--- src/rtl/dm1fb_pkg.sv ---
// Shared constants, codes and controller/datapath handshake types for the DM1 broadcaster.
package dm1fb_pkg;

  localparam int CODE_SLOTS  = 32;
  localparam int FRAME_BYTES = 136;
  localparam int SLOT_W      = $clog2(CODE_SLOTS);
  localparam int FB_AW       = $clog2(FRAME_BYTES);
  localparam int CNT_W       = 6;
  localparam int CFG_AW      = 8;
  localparam int CFG_DW      = 16;

  localparam logic [CFG_AW-1:0] CFG_HIGH   = 8'd0;
  localparam logic [CFG_AW-1:0] CFG_MIDDLE = 8'd1;
  localparam logic [CFG_AW-1:0] CFG_GAP    = 8'd2;
  localparam logic [CFG_AW-1:0] CFG_PERIOD = 8'd3;

  localparam logic [7:0]  GAP_RESET    = 8'd6;
  localparam logic [15:0] PERIOD_RESET = 16'd100;

  localparam logic [7:0] DM1_LAMP     = 8'h04;
  localparam logic [7:0] FILL_BYTE    = 8'hFF;
  localparam logic [7:0] TP_CM_BAM    = 8'h20;
  localparam logic [7:0] PGN_LSB      = 8'hCA;
  localparam logic [7:0] PGN_MID      = 8'hFE;
  localparam logic [7:0] PGN_MSB      = 8'h00;
  localparam int         TP_DT_BYTES  = 7;
  localparam int         SHORT_CLEAR  = 21;

  typedef enum logic [1:0] {
    KIND_SINGLE = 2'd0,
    KIND_BAM    = 2'd1,
    KIND_TPDT   = 2'd2
  } kind_e;

  typedef struct packed {
    logic in_ready;
    logic clear_wr;
    logic select;
    logic sort_step;
    logic build_step;
    logic eval;
    logic read_step;
    logic finish;
  } cmd_t;

  typedef struct packed {
    logic clear_last;
    logic in_tick;
    logic changed;
    logic sort_last;
    logic build_last;
    logic emit_tp;
    logic read_last;
    logic finish_ok;
  } sts_t;

endpackage

--- src/rtl/dm1fb_if.sv ---
// Valid/ready channel interfaces: input items, result items and register writes.
interface dm1fb_in_if;
  logic                         valid;
  logic                         ready;
  logic                         action;
  logic [dm1fb_pkg::SLOT_W-1:0] code_index;
  logic [7:0]                   code_value;
  logic [31:0]                  error_status;
  logic [dm1fb_pkg::CNT_W-1:0]  fault_count;
  modport source (output valid, action, code_index, code_value, error_status, fault_count,
                  input ready);
  modport sink (input valid, action, code_index, code_value, error_status, fault_count,
                output ready);
endinterface

interface dm1fb_out_if;
  logic        valid;
  logic        ready;
  logic [1:0]  frame_kind;
  logic [63:0] payload;
  modport source (output valid, frame_kind, payload, input ready);
  modport sink (input valid, frame_kind, payload, output ready);
endinterface

interface dm1fb_cfg_if;
  logic                         valid;
  logic                         ready;
  logic [dm1fb_pkg::CFG_AW-1:0] addr;
  logic [dm1fb_pkg::CFG_DW-1:0] wdata;
  modport source (output valid, addr, wdata, input ready);
  modport sink (input valid, addr, wdata, output ready);
endinterface

--- src/rtl/dm1fb_ram.sv ---
// Generic single-port RAM with registered read.
module dm1fb_ram #(
  parameter int WIDTH = 8,
  parameter int DEPTH = 136
) (
  input  logic                     clk_i,
  input  logic                     we_i,
  input  logic [$clog2(DEPTH)-1:0] addr_i,
  input  logic [WIDTH-1:0]         wdata_i,
  output logic [WIDTH-1:0]         rdata_o
);

  logic [WIDTH-1:0] mem_q [DEPTH];
  logic [WIDTH-1:0] rdata_q;

  always_ff @(posedge clk_i) begin
    if (we_i) begin
      mem_q[addr_i] <= wdata_i;
    end
    rdata_q <= mem_q[addr_i];
  end

  assign rdata_o = rdata_q;

endmodule

--- src/rtl/dm1fb_datapath.sv ---
// Datapath: registers, code table, sort lanes, frame store build and frame assembly.
module dm1fb_datapath (
  input  logic             clk_i,
  input  logic             rst_ni,
  input  dm1fb_pkg::cmd_t  cmd_i,
  output dm1fb_pkg::sts_t  sts_o,
  dm1fb_in_if.sink         in_ch,
  dm1fb_out_if.source      out_ch,
  dm1fb_cfg_if.sink        cfg_ch
);

  localparam int AW = dm1fb_pkg::FB_AW;
  localparam int NS = dm1fb_pkg::CODE_SLOTS;

  logic [7:0]  cfg_high_q, cfg_mid_q, cfg_gap_q;
  logic [15:0] cfg_period_q;

  logic [7:0] tbl_q [NS];
  logic [7:0] srt_q [NS];
  logic [7:0] srt_d [NS];

  logic [31:0]                  status_q, last_status_q;
  logic [dm1fb_pkg::CNT_W-1:0]  cnt_q, last_cnt_q, cnt_sat;
  logic [7:0]                   pkt_q, ab_q, ap_q, mc_q, gap_q;
  logic [15:0]                  period_q;
  logic [AW-1:0]                bp_q, clr_q, k_q;
  logic [2:0]                   m_q;
  logic                         pad_done_q;
  logic [dm1fb_pkg::SLOT_W-1:0] pass_q;
  logic [2:0]                   rd_q;
  logic [10:0]                  rd_base_q, rd_addr;
  logic                         oob_q;
  logic                         em_q, out_valid_q;
  logic [1:0]                   kind_q, out_kind_q;
  logic [63:0]                  pay_q, out_pay_q;

  logic          in_acc, cfg_acc, cnt_gt1, cnt_chg, req, do_single, do_bam, do_tp;
  logic [7:0]    gap_inc, ab_new, ap_new, mc_next;
  logic [15:0]   period_inc;
  logic [8:0]    bp9, q9, entry_end;
  logic [7:0]    bwr;
  logic          pad_hit;
  logic          ram_we;
  logic [AW-1:0] ram_addr;
  logic [7:0]    ram_wdata, ram_rdata;
  logic [63:0]   pay_fix;
  logic [1:0]    kind_fix;

  assign in_acc  = in_ch.valid && in_ch.ready;
  assign cfg_acc = cfg_ch.valid && cfg_ch.ready;
  assign in_ch.ready  = cmd_i.in_ready;
  assign cfg_ch.ready = 1'b1;

  assign cnt_sat = (in_ch.fault_count > dm1fb_pkg::CNT_W'(NS)) ?
                   dm1fb_pkg::CNT_W'(NS) : in_ch.fault_count;

  // tick evaluation
  assign cnt_gt1   = cnt_q > dm1fb_pkg::CNT_W'(1);
  assign cnt_chg   = last_cnt_q != cnt_q;
  assign gap_inc   = gap_q + 8'd1;
  assign req       = gap_inc >= cfg_gap_q;
  assign ab_new    = cnt_chg ? ({cnt_q, 2'b00} + 8'd2) : ab_q;
  assign ap_new    = cnt_chg ? pkt_q : ap_q;
  assign do_single = !cnt_gt1 && (mc_q == 8'd0);
  assign do_bam    = cnt_gt1 && (mc_q == 8'd0);
  assign do_tp     = cnt_gt1 && (mc_q != 8'd0) && (mc_q <= pkt_q) && req;

  always_comb begin
    pay_fix  = '0;
    kind_fix = dm1fb_pkg::KIND_TPDT;
    if (do_single) begin
      kind_fix = dm1fb_pkg::KIND_SINGLE;
      if (cnt_q == '0) begin
        pay_fix = {{3{dm1fb_pkg::FILL_BYTE}}, 24'h0, dm1fb_pkg::FILL_BYTE, 8'h00};
      end else begin
        pay_fix = {{3{dm1fb_pkg::FILL_BYTE}}, srt_q[0], cfg_mid_q, cfg_high_q,
                   dm1fb_pkg::FILL_BYTE, dm1fb_pkg::DM1_LAMP};
      end
    end else if (do_bam) begin
      kind_fix = dm1fb_pkg::KIND_BAM;
      pay_fix  = {dm1fb_pkg::PGN_MSB, dm1fb_pkg::PGN_MID, dm1fb_pkg::PGN_LSB,
                  dm1fb_pkg::FILL_BYTE, ap_new, 8'h00, ab_new, dm1fb_pkg::TP_CM_BAM};
    end else begin
      pay_fix = {56'h0, mc_q};
    end
  end

  // frame store build byte
  assign bp9       = {{(9-AW){1'b0}}, bp_q};
  assign q9        = bp9 - 9'd2;
  assign entry_end = {1'b0, cnt_q, 2'b00} + 9'd2;
  assign pad_hit   = pad_done_q || (m_q == 3'd0);

  always_comb begin
    bwr = 8'h00;
    if (cnt_gt1) begin
      if (bp9 == 9'd0) begin
        bwr = dm1fb_pkg::DM1_LAMP;
      end else if (bp9 == 9'd1) begin
        bwr = dm1fb_pkg::FILL_BYTE;
      end else if (bp9 < entry_end) begin
        case (q9[1:0])
          2'd0:    bwr = cfg_high_q;
          2'd1:    bwr = cfg_mid_q;
          2'd2:    bwr = srt_q[q9[dm1fb_pkg::SLOT_W+1:2]];
          default: bwr = dm1fb_pkg::FILL_BYTE;
        endcase
      end else if (!pad_hit) begin
        bwr = dm1fb_pkg::FILL_BYTE;
      end
    end
  end

  // select and odd-even transposition lanes
  always_comb begin
    srt_d = srt_q;
    if (cmd_i.select) begin
      for (int i = 0; i < NS; i++) begin
        srt_d[i] = status_q[i] ? tbl_q[i] : 8'h00;
      end
    end else if (cmd_i.sort_step) begin
      for (int i = 0; i + 1 < NS; i++) begin
        if ((1'(i % 2) == pass_q[0]) && (srt_q[i] < srt_q[i+1])) begin
          srt_d[i]   = srt_q[i+1];
          srt_d[i+1] = srt_q[i];
        end
      end
    end
  end

  assign rd_addr = rd_base_q + {8'd0, rd_q};

  always_comb begin
    ram_we    = 1'b0;
    ram_wdata = 8'h00;
    ram_addr  = rd_addr[AW-1:0];
    if (cmd_i.clear_wr) begin
      ram_we   = 1'b1;
      ram_addr = clr_q;
    end else if (cmd_i.build_step) begin
      ram_we    = 1'b1;
      ram_addr  = bp_q;
      ram_wdata = bwr;
    end
  end

  dm1fb_ram #(
    .WIDTH(8),
    .DEPTH(dm1fb_pkg::FRAME_BYTES)
  ) u_store (
    .clk_i  (clk_i),
    .we_i   (ram_we),
    .addr_i (ram_addr),
    .wdata_i(ram_wdata),
    .rdata_o(ram_rdata)
  );

  assign mc_next    = em_q ? (mc_q + 8'd1) : mc_q;
  assign period_inc = period_q + 16'd1;

  always_ff @(posedge clk_i or negedge rst_ni) begin
    if (!rst_ni) begin
      cfg_high_q    <= '0;
      cfg_mid_q     <= '0;
      cfg_gap_q     <= dm1fb_pkg::GAP_RESET;
      cfg_period_q  <= dm1fb_pkg::PERIOD_RESET;
      for (int i = 0; i < NS; i++) begin
        tbl_q[i] <= '0;
        srt_q[i] <= '0;
      end
      last_status_q <= '0;
      last_cnt_q    <= '0;
      cnt_q         <= '0;
      pkt_q         <= 8'd1;
      ab_q          <= '0;
      ap_q          <= '0;
      mc_q          <= '0;
      gap_q         <= '0;
      period_q      <= '0;
      bp_q          <= '0;
      clr_q         <= '0;
      k_q           <= '0;
      m_q           <= '0;
      pad_done_q    <= 1'b0;
      pass_q        <= '0;
      rd_q          <= '0;
      em_q          <= 1'b0;
      out_valid_q   <= 1'b0;
    end else begin
      if (cfg_acc) begin
        unique case (cfg_ch.addr)
          dm1fb_pkg::CFG_HIGH:   cfg_high_q   <= cfg_ch.wdata[7:0];
          dm1fb_pkg::CFG_MIDDLE: cfg_mid_q    <= cfg_ch.wdata[7:0];
          dm1fb_pkg::CFG_GAP:    cfg_gap_q    <= cfg_ch.wdata[7:0];
          dm1fb_pkg::CFG_PERIOD: cfg_period_q <= cfg_ch.wdata;
          default: ;
        endcase
      end
      if (in_acc && in_ch.action) begin
        tbl_q[in_ch.code_index] <= in_ch.code_value;
      end
      if (in_acc && !in_ch.action) begin
        cnt_q <= cnt_sat;
      end
      if (cmd_i.clear_wr) begin
        clr_q <= clr_q + AW'(1);
      end
      srt_q <= srt_d;
      if (cmd_i.select) begin
        last_status_q <= status_q;
        pass_q        <= '0;
        bp_q          <= '0;
        m_q           <= '0;
        k_q           <= '0;
        pad_done_q    <= 1'b0;
      end
      if (cmd_i.sort_step) begin
        pass_q <= pass_q + dm1fb_pkg::SLOT_W'(1);
      end
      if (cmd_i.build_step) begin
        bp_q <= bp_q + AW'(1);
        if (m_q == 3'd6) begin
          m_q <= '0;
          k_q <= k_q + AW'(1);
        end else begin
          m_q <= m_q + 3'd1;
        end
        if (cnt_gt1 && (bp9 >= entry_end) && pad_hit) begin
          pad_done_q <= 1'b1;
          if (!pad_done_q) begin
            pkt_q <= 8'(k_q);
          end
        end
      end
      if (cmd_i.eval) begin
        ab_q       <= ab_new;
        ap_q       <= ap_new;
        last_cnt_q <= cnt_q;
        em_q       <= do_single || do_bam || do_tp;
        rd_q       <= '0;
        if (do_bam || req) begin
          gap_q <= '0;
        end else begin
          gap_q <= gap_inc;
        end
      end
      if (cmd_i.read_step) begin
        rd_q <= rd_q + 3'd1;
      end
      if (cmd_i.finish && em_q) begin
        out_valid_q <= 1'b1;
      end else if (out_valid_q && out_ch.ready) begin
        out_valid_q <= 1'b0;
      end
      if (cmd_i.finish) begin
        if (period_inc >= cfg_period_q) begin
          period_q <= '0;
          mc_q     <= '0;
        end else begin
          period_q <= period_inc;
          mc_q     <= mc_next;
        end
      end
    end
  end

  always_ff @(posedge clk_i) begin
    if (in_acc && !in_ch.action) begin
      status_q <= in_ch.error_status;
    end
    if (cmd_i.eval) begin
      kind_q    <= kind_fix;
      pay_q     <= pay_fix;
      rd_base_q <= ({3'b000, mc_q} - 11'd1) * 11'(dm1fb_pkg::TP_DT_BYTES);
    end
    if (cmd_i.read_step) begin
      oob_q <= rd_addr >= 11'(dm1fb_pkg::FRAME_BYTES);
      if (rd_q != 3'd0) begin
        pay_q[rd_q*8 +: 8] <= oob_q ? 8'h00 : ram_rdata;
      end
    end
    if (cmd_i.finish && em_q) begin
      out_kind_q <= kind_q;
      out_pay_q  <= pay_q;
    end
  end

  assign out_ch.valid      = out_valid_q;
  assign out_ch.frame_kind = out_kind_q;
  assign out_ch.payload    = out_pay_q;

  assign sts_o.clear_last = clr_q == AW'(dm1fb_pkg::FRAME_BYTES - 1);
  assign sts_o.in_tick    = in_ch.valid && !in_ch.action;
  assign sts_o.changed    = status_q != last_status_q;
  assign sts_o.sort_last  = pass_q == dm1fb_pkg::SLOT_W'(NS - 1);
  assign sts_o.build_last = cnt_gt1 ? (bp_q == AW'(dm1fb_pkg::FRAME_BYTES - 1)) :
                                      (bp_q == AW'(dm1fb_pkg::SHORT_CLEAR - 1));
  assign sts_o.emit_tp    = do_tp;
  assign sts_o.read_last  = rd_q == 3'd7;
  assign sts_o.finish_ok  = !em_q || !out_valid_q || out_ch.ready;

endmodule

--- src/rtl/dm1fb_ctrl.sv ---
// Controller state machine sequencing clear, sort, build, evaluation and store reads.
module dm1fb_ctrl (
  input  logic            clk_i,
  input  logic            rst_ni,
  input  dm1fb_pkg::sts_t sts_i,
  output dm1fb_pkg::cmd_t cmd_o
);

  typedef enum logic [2:0] {
    ST_CLEAR,
    ST_IDLE,
    ST_CHECK,
    ST_SORT,
    ST_BUILD,
    ST_EVAL,
    ST_READ,
    ST_FINISH
  } state_e;

  state_e state_q, state_d;

  always_comb begin
    state_d = state_q;
    cmd_o   = '0;
    unique case (state_q)
      ST_CLEAR: begin
        cmd_o.clear_wr = 1'b1;
        if (sts_i.clear_last) state_d = ST_IDLE;
      end
      ST_IDLE: begin
        cmd_o.in_ready = 1'b1;
        if (sts_i.in_tick) state_d = ST_CHECK;
      end
      ST_CHECK: begin
        if (sts_i.changed) begin
          cmd_o.select = 1'b1;
          state_d      = ST_SORT;
        end else begin
          state_d = ST_EVAL;
        end
      end
      ST_SORT: begin
        cmd_o.sort_step = 1'b1;
        if (sts_i.sort_last) state_d = ST_BUILD;
      end
      ST_BUILD: begin
        cmd_o.build_step = 1'b1;
        if (sts_i.build_last) state_d = ST_EVAL;
      end
      ST_EVAL: begin
        cmd_o.eval = 1'b1;
        state_d    = sts_i.emit_tp ? ST_READ : ST_FINISH;
      end
      ST_READ: begin
        cmd_o.read_step = 1'b1;
        if (sts_i.read_last) state_d = ST_FINISH;
      end
      ST_FINISH: begin
        if (sts_i.finish_ok) begin
          cmd_o.finish = 1'b1;
          state_d      = ST_IDLE;
        end
      end
      default: state_d = ST_IDLE;
    endcase
  end

  always_ff @(posedge clk_i or negedge rst_ni) begin
    if (!rst_ni) begin
      state_q <= ST_CLEAR;
    end else begin
      state_q <= state_d;
    end
  end

endmodule

--- src/rtl/dm1_fault_broadcast_sequencer_core.sv ---
// Top level of the DM1 fault broadcaster with BAM transport sequencing.
// After reset the frame store is cleared byte by byte, during which no item is taken
// (register writes are). A tick with an unchanged fault mask passes through check,
// evaluation and finish, with a read step added when a TP.DT packet is read out of the
// single-port frame store. A tick with a changed mask adds 32 odd-even sort passes and a
// store rebuild of 136 bytes (21 with fewer than two faults). A tick that sends a frame
// holds in its finish state while the previous result still waits unaccepted in the
// output register; otherwise the next item is taken while a result waits there.
module dm1_fault_broadcast_sequencer_core (
  input  logic        clk_i,
  input  logic        rst_ni,
  dm1fb_in_if.sink    in_ch,
  dm1fb_out_if.source out_ch,
  dm1fb_cfg_if.sink   cfg_ch
);

  dm1fb_pkg::cmd_t cmd;
  dm1fb_pkg::sts_t sts;

  dm1fb_ctrl u_ctrl (
    .clk_i (clk_i),
    .rst_ni(rst_ni),
    .sts_i (sts),
    .cmd_o (cmd)
  );

  dm1fb_datapath u_dp (
    .clk_i (clk_i),
    .rst_ni(rst_ni),
    .cmd_i (cmd),
    .sts_o (sts),
    .in_ch (in_ch),
    .out_ch(out_ch),
    .cfg_ch(cfg_ch)
  );

endmodule
--- src/flat_wrapper.sv ---
// flat-port wrapper written by rule: the top's interface ports become plain ports
module dm1_fault_broadcast_sequencer_core_flat 
  (clk_i, rst_ni, in_ch_valid, in_ch_action, in_ch_code_index, in_ch_code_value, in_ch_error_status, in_ch_fault_count, in_ch_ready, out_ch_valid, out_ch_frame_kind, out_ch_payload, out_ch_ready, cfg_ch_valid, cfg_ch_addr, cfg_ch_wdata, cfg_ch_ready);
  dm1fb_in_if in_ch_i ();
  dm1fb_out_if out_ch_i ();
  dm1fb_cfg_if cfg_ch_i ();
  input  logic clk_i;
  input  logic rst_ni;
  input wire logic [$bits(in_ch_i.valid)-1:0] in_ch_valid;
  input wire logic [$bits(in_ch_i.action)-1:0] in_ch_action;
  input wire logic [$bits(in_ch_i.code_index)-1:0] in_ch_code_index;
  input wire logic [$bits(in_ch_i.code_value)-1:0] in_ch_code_value;
  input wire logic [$bits(in_ch_i.error_status)-1:0] in_ch_error_status;
  input wire logic [$bits(in_ch_i.fault_count)-1:0] in_ch_fault_count;
  output wire logic [$bits(in_ch_i.ready)-1:0] in_ch_ready;
  output wire logic [$bits(out_ch_i.valid)-1:0] out_ch_valid;
  output wire logic [$bits(out_ch_i.frame_kind)-1:0] out_ch_frame_kind;
  output wire logic [$bits(out_ch_i.payload)-1:0] out_ch_payload;
  input wire logic [$bits(out_ch_i.ready)-1:0] out_ch_ready;
  input wire logic [$bits(cfg_ch_i.valid)-1:0] cfg_ch_valid;
  input wire logic [$bits(cfg_ch_i.addr)-1:0] cfg_ch_addr;
  input wire logic [$bits(cfg_ch_i.wdata)-1:0] cfg_ch_wdata;
  output wire logic [$bits(cfg_ch_i.ready)-1:0] cfg_ch_ready;
  assign in_ch_i.valid = in_ch_valid;
  assign in_ch_i.action = in_ch_action;
  assign in_ch_i.code_index = in_ch_code_index;
  assign in_ch_i.code_value = in_ch_code_value;
  assign in_ch_i.error_status = in_ch_error_status;
  assign in_ch_i.fault_count = in_ch_fault_count;
  assign in_ch_ready = in_ch_i.ready;
  assign out_ch_valid = out_ch_i.valid;
  assign out_ch_frame_kind = out_ch_i.frame_kind;
  assign out_ch_payload = out_ch_i.payload;
  assign out_ch_i.ready = out_ch_ready;
  assign cfg_ch_i.valid = cfg_ch_valid;
  assign cfg_ch_i.addr = cfg_ch_addr;
  assign cfg_ch_i.wdata = cfg_ch_wdata;
  assign cfg_ch_ready = cfg_ch_i.ready;
  dm1_fault_broadcast_sequencer_core u_core (.clk_i(clk_i), .rst_ni(rst_ni), .in_ch(in_ch_i), .out_ch(out_ch_i), .cfg_ch(cfg_ch_i));
endmodule
--- config.mk ---
export PLATFORM = sky130hd
export DESIGN_NAME = dm1_fault_broadcast_sequencer_core_flat
export DESIGN_NICKNAME = d
export VERILOG_FILES = /design/src/rtl/dm1fb_pkg.sv /design/src/rtl/dm1fb_if.sv /design/src/rtl/dm1fb_ram.sv /design/src/rtl/dm1fb_datapath.sv /design/src/rtl/dm1fb_ctrl.sv /design/src/rtl/dm1_fault_broadcast_sequencer_core.sv /design/src/flat_wrapper.sv
export SDC_FILE = /design/constraint.sdc
export NUM_CORES = 2
export LEC_CHECK = 0
export BUFFER_PORTS_ARGS = -buffer_cell sky130_fd_sc_hd__buf_2
export CAP_MARGIN = 20
export CORE_MARGIN = 2
export CORE_UTILIZATION = 40
export DETAILED_ROUTE_END_ITERATION = 10
export REMOVE_ABC_BUFFERS = 1
export SYNTH_ARGS = -nofsm -noshare
export SYNTH_HDL_FRONTEND = slang
export SYNTH_SLANG_ARGS = --single-unit
--- constraint.sdc ---
create_clock -name clk_i -period 7.8 [get_ports clk_i]
set_clock_uncertainty 0.05 [all_clocks]
set_input_delay 1.17 -clock clk_i [delete_from_list [all_inputs] [get_ports clk_i]]
set_output_delay 1.17 -clock clk_i [all_outputs]
set_load 0.02 [all_outputs]
### Yosys cells after proc, flatten, opt, wreduce, memory -nomap -nowiden

Memories as Yosys holds them, arrays and structs flattened. A register that Yosys moved wholly into a read port is not among the register bits.
Cells that the tools add are included.

* register bits: 869
* output and inout port bits: 69
* bits in writable memories: 1088
* logic and storage cells: 506
* memories kept: 1

* reduce and logical (&&, ||, !) cells: 140
* multiplexer cells: 180
* equal/unequal tests: 27
* multiply operators: 1
* add/subtract/negate cells: 15
* order comparisons: 42
* bitwise operators: 4
* shifts and indexed selects: 2

Memories
* u_core.u_dp.u_store.mem_q: words 136, width 8, read ports 1, clocked after memory_dff 1, wr ports 1, line dm1fb_ram.sv:13 `logic [WIDTH-1:0] mem_q [DEPTH];`

Operator list (number)
* $mux 16: 74
* $mux 256: 2
* $mux 8: 55
* $bwmux 256: 1
* $mux 64: 4
* $lt 8x8->1: 31
* $reduce_bool 3->1: 31
* $reduce_and 2->1: 37
* $bwmux 64: 1
* $shift 8x34->64 const A: 1
* $shiftx 8x34->64: 1
* $mux 56: 1
* $logic_and 1x1->1: 45
* $add 8x1->8 const B: 5
* $bmux 8 s5: 1
* $demux 8 s5: 1
* $mux 40: 1
* $mux 3: 12
* $neg 6->34: 1
* $ne 32x32->1: 1
* $pmux 3 s8: 1
* $pmux 8 s3: 1
* $mux 1: 21
* $eq 3x3->1 const B: 6
* other kinds (46): 76

### Logic depth before layout (Yosys ltp)

* word-level depth: 77
* gate-level depth with buffers: 16

### Cells and area by module

Synthesis repeated with hierarchy kept, for this count alone.

* cell total of the unflattened synthesis: 6478
* area, all modules: 90807.1 sq um

By module, submodules not included
* dm1fb_datapath: area each 47893.4 sq um, sequential area each 21918.5 sq um, times used 1, cells each 4371
* dm1fb_ram: area each 42643.4 sq um, sequential area each 32831.5 sq um, times used 1, cells each 2074
* dm1fb_ctrl: area each 270.3 sq um, sequential area each 75.1 sq um, times used 1, cells each 33

### Least setup slack after synthesis

OpenSTA, ideal clock, no wires.

* kind: register to register
* from: register u_core.u_dp.bp_q[1]
* to: memory u_core.u_dp.u_store.mem_q[0][6], data pin
* arrival: 6.472 ns
* required time: 6.817 ns
* path slack: 0.345 ns
* clock period less this slack: 7.455 ns
* path buffers: 4
* stages on the path, launching flop included: 13
* cell sequence: dfrtp_1 buf_2 inv_1 ha_1 buf_2 buf_1 clkbuf_1 mux4_2 mux4_2 nand2_1 o21ai_0 nand3_1 a21oi_1

* word-level cells in the longest chain between the ends: 12

RTL lines
* start: declaration: line dm1fb_datapath.sv:26 `logic [AW-1:0] bp_q, clr_q, k_q;`
* start signal: assignment: line dm1fb_datapath.sv:221 `bp_q <= bp_q + AW'(1);`
* $sub 7x2->7: line dm1fb_datapath.sv:90 `assign q9 = bp9 - 9'd2;`
* $not 5->6 (not written as such): line dm1fb_datapath.sv:105 `2'd2: bwr = srt_q[q9[dm1fb_pkg::SLOT_W+1:2]];`
* $bmux 8 s5: line dm1fb_datapath.sv:105
* $mux 8 (not written as such) (2 in a row): line dm1fb_datapath.sv:105
* $pmux 8 s3: line dm1fb_datapath.sv:102 `case (q9[1:0])`
* $mux 8: line dm1fb_datapath.sv:101 `end else if (bp9 < entry_end) begin`
* $mux 8: line dm1fb_datapath.sv:99 `end else if (bp9 == 9'd1) begin`
* $mux 8 (*): line dm1fb_datapath.sv:97 `if (bp9 == 9'd0) begin`
* $mux 8 (*): line dm1fb_datapath.sv:96 `if (cnt_gt1) begin`
* $mux 8 (*): line dm1fb_datapath.sv:140 `end else if (cmd_i.build_step) begin`
* $mux 8 (*): line dm1fb_datapath.sv:137 `if (cmd_i.clear_wr) begin`
* net u_core.u_dp.ram_wdata[6]: line dm1fb_datapath.sv:45 `logic [7:0] ram_wdata, ram_rdata;`
* end: declaration: line dm1fb_ram.sv:13

Mark *: on every way through the listed nets, which the timed path passes. The rest lies on a longest branch. The select of a mux whose other input is x is not followed.

### Worst setup path in the final report

* from: register u_core.u_dp.bp_q[1]
* to: memory u_core.u_dp.u_store.mem_q[126][0], data pin

The elaborated chain is that of the path after synthesis.

==> flow_summary_export.csv <==
group,metric,value,unit
clock_network,cts-resized-gates,0,
yosys,dominantRegCellSynth,"sky130_fd_sc_hd__edfxtp_1",
sta,worst_case_headroom_to_the_max_slew_limit,12.6,%
clock_network,buffer_type_at_the_clock_tree_root,"sky130_fd_sc_hd__clkbuf_16",
worst_setup_path,worst_path_max_delay_cell,"sky130_fd_sc_hd__xnor2_4",
die,die_w,484,um
grt,antenna_found_initial,7,
sta,final_hold_viol_count,0,
place,place_inst,10700,
worst_setup_path,critPathKind,"register to register",
status,status,"finished clean",
final_layout,area_growth_from_synthesis_to_final_layout,11.6,%
worst_setup_path,reg2reg_setup_slack,1990,ps
detailed_routing,post_drt_via_cell_ratio,5.93,
detailed_routing,drc_errors,0,
clock_network,htreeDepth,4,
worst_setup_path,cp_common_cell,"sky130_fd_sc_hd__buf_4",
sta,timing.final.crit_share,74.4,%
yosys,synth_register_bits,1965,
grt,grt_first_pass_wirelength,424,mm
die,core-area,229000,sq um
clock_network,cts.path.max_buffers,3,
worst_setup_path,worstRegToRegCells,10,
sta,tightestPinTransition,1310,ps
place,place.gp.congestion,0.940,
final_layout,layout_common_cells,"sky130_fd_sc_hd__nand2_1, sky130_fd_sc_hd__edfxtp_1, sky130_fd_sc_hd__dfrtp_1, sky130_fd_sc_hd__nor2_1, sky130_fd_sc_hd__nand3_1",
detailed_routing,drt_wl_total,285,mm
place,dp_hpwl,183,mm
die,die_area,234000,sq um
yosys,syn_area_per_cell,11.6,sq um
sta,rsz0062_at_grt,"no",
sta,fin_crit,5810,ps
sta,setup_total_negative_slack,0,ps
die,num_rows,176,
final_layout,finish.utilization,44.8,%
clock_network,cts_setup_buffers,0,
power,power_per_cell_area,434,nW/um^2
worst_setup_path,worstPathCellList,"nor3_1 -> xnor2_4 -> buf_4 -> mux4_2 -> mux4_2 -> o21a_1 -> o21ai_0 -> a21oi_4 -> buf_4 -> buf_4",
yosys,mappedNetlistArea,92100,sq um
worst_setup_path,slowest_delay,920,ps
place,io_buffers,148,
detailed_routing,drt_iter0_markers,8083,
worst_setup_path,critPathBufInv,3,
worst_setup_path,worst-endpoint-required,8310,ps
die,initial_utilization,40.1,%
clock_network,cts_tree,"yes",
yosys,postSynth.asyncResetShare,35.3,%
sta,final_critical_path_setup_slack,1990,ps
final_layout,final_instance_count_excl_fillers,11100,
die,pin_count,150,
detailed_routing,avg_wl_per_cell,25.7,um
detailed_routing,firstDrtPassIters,6,
worst_setup_path,type_of_destination_of_the_critical_path,"register",
final_layout,layout_commonest_cell,"sky130_fd_sc_hd__nand2_1",
run,timing.max_cap.violations,0,
worst_setup_path,critical_path.top_delay_family,"buffers and inverters",
grt,largest_net_degree_at_the_start_of_global_routing,165,
power,p_leak,40.4,nW
power,vdd_ir_drop_max,0.658,mV
sta,achievable-frequency,172,MHz
grt,number_of_global_route_vias_before_repair,63500,
clock_network,total_clock_buffers_created_by_cts,200,
sta,setup_viol,0,
worst_setup_path,r2r_start,"u_core.u_dp.bp_q[1]$_DFFE_PN0P_",
final_layout,fin_nets,8261,
grt,overall_routing_resource_usage,23.8,%
yosys,synth.yosys.seq_area_share,59.5,%
yosys,postSynthCellCount,7935,
detailed_routing,dr_total_vias,65800,
worst_setup_path,type_of_element_launching_the_critical_path,"register",
worst_setup_path,cp_data_arrival_time,6320,ps
clock_network,clock_insertion_delay_worst_skew,880,ps
grt,total_grt_overflow,0,
clock_network,path_clk_slew,60,ps
worst_hold_path,hold_crit_class,"input pin to asynchronous set/reset pin",
yosys,yosysWarningCount,0,
final_layout,drive_gt1_share,13.7,%
detailed_routing,antenna_violating_nets_post_route,0,
yosys,synth_enable_flop_cells,1200,
clock_network,clock-sinks,1965,
sta,number_of_max_slew_violations_in_the_final_report,0,
place,place_worst_setup_slack,2060,ps
yosys,ys_types,90,
worst_setup_path,worstPathMaxFanout,73,
die,die_height,484,um
clock_network,cts_hold_buf,0,
worst_setup_path,crit-reg2reg-capture,"u_core.u_dp.u_store.mem_q[126][0]$_DFFE_PP_",
-- cell families (layout without fill, tap and decap cells) --
family / count (synthesis) / count (layout) / synth area share [%]
buffers and inverters: 822 / 947 / 3.63
multiplexers: 632 / 632 / 8.62
XOR/XNOR: 94 / 94 / 0.910
other: 1 / 6 / 0.00407
flip-flops: 1965 / 1965 / 59.5
AND/OR/NAND/NOR: 2723 / 2723 / 12.9
adder cells (fa/ha/maj): 297 / 297 / 4.10
AO/OA/AOI/OAI: 1401 / 1401 / 10.3
-- Yosys cell counts (all sizes together), types with 91 or more instances --
cell type,number,area [sq um]
nand2,1274,4780
edfxtp,1200,36000
dfrtp,687,17200
nor2,559,2100
nand3,484,2420
mux2,379,4270
inv,298,1120
clkbuf,293,1100
ha,289,3620
a31oi,263,1660
o21ai,259,1300
a21oi,237,1190
buf,229,1120
a22oi,178,1340
mux2i,162,1620
and3,126,788
a311oi,120,1050
mux4,91,2050
-- worst reg2reg max path, stage by stage, from the launching register on --
cell and delay [ps]:
sky130_fd_sc_hd__dfrtp_1 650, sky130_fd_sc_hd__nor3_1 210, sky130_fd_sc_hd__xnor2_4 920, sky130_fd_sc_hd__buf_4 480
sky130_fd_sc_hd__mux4_2 260, sky130_fd_sc_hd__mux4_2 270, sky130_fd_sc_hd__o21a_1 130, sky130_fd_sc_hd__o21ai_0 240
sky130_fd_sc_hd__a21oi_4 910, sky130_fd_sc_hd__buf_4 550, sky130_fd_sc_hd__buf_4 750
-- power breakdown --
part	switching (W)	internal, W
registers	0.00133	0.0123
clock network	0.00427	0.00580
logic	0.0142	0.00667
-- per-layer routing --
metal | global-route usage, % | part of all wire (%) | vias to the layer above
met5 | 0 | 0 | -
met4 | 7.42 | 3.1 | 0
met3 | 4.18 | 9.0 | 513
met2 | 37.3 | 46 | 3159
met1 | 33.5 | 42 | 33100
li1 | - | - | 29000
-- stage by stage --
stage / power [W] / hold slack (ps) / cell area, sq um
after floorplan: 0.0266 / 350 / 89900
after global placement: 0.0340 / 359 / 95700
after detailed placement: 0.0343 / 365 / 95800
after CTS: 0.0444 / 280 / 103000
after global routing: 0.0468 / 324 / 103000
final: 0.0446 / 275 / 103000
-- cell type report --
| cell class | count | area, sq um |
|---|---|---|
| clock buffer | 276 | 5580 |
| timing repair buffer | 268 | 1950 |
| tap | 3026 | 3790 |
| sequential | 1965 | 54800 |
| clock inverter | 103 | 1360 |
| fill | 20800 | 127000 |
| multi-input combinational | 5148 | 34200 |
| inverter | 300 | 1130 |
| antenna | 5 | 12.5 |
-- how the worst max path moves through the flow --
stage                                                    start                                          end  slack, ps  cells past startpoint
after floorplan           u_core.u_ctrl.state_q[2]$_DFFE_PN0P_            u_core.u_dp.srt_q[56]$_DFFE_PN0P_     -18670                      4
after global placement         u_core.u_dp.bp_q[1]$_DFFE_PN0P_   u_core.u_dp.u_store.mem_q[70][0]$_DFFE_PP_       2260                     10
after detailed placement       u_core.u_dp.bp_q[1]$_DFFE_PN0P_   u_core.u_dp.u_store.mem_q[70][0]$_DFFE_PP_       2060                     10
after CTS                      u_core.u_dp.bp_q[1]$_DFFE_PN0P_   u_core.u_dp.u_store.mem_q[19][0]$_DFFE_PP_       2040                     10
after global routing           u_core.u_dp.bp_q[1]$_DFFE_PN0P_   u_core.u_dp.u_store.mem_q[19][0]$_DFFE_PP_       1830                     10
final                          u_core.u_dp.bp_q[1]$_DFFE_PN0P_  u_core.u_dp.u_store.mem_q[126][0]$_DFFE_PP_       1990                     10
-- sequential cells by signal, indices dropped and copies added (netlist names), 11 cells and up --
signal	cells
u_core.u_dp.pay_q	64
u_core.u_dp.u_store.mem_q	1088
u_core.u_dp.tbl_q	256
u_core.u_dp.rd_base_q	11
u_core.u_dp.status_q	32
u_core.u_dp.srt_q	256
u_core.u_dp.period_q	16
u_core.u_dp.out_ch.payload	64
u_core.u_dp.cfg_period_q	16
u_core.u_dp.last_status_q	32
Note: power is estimated with default switching activity, not from simulation.
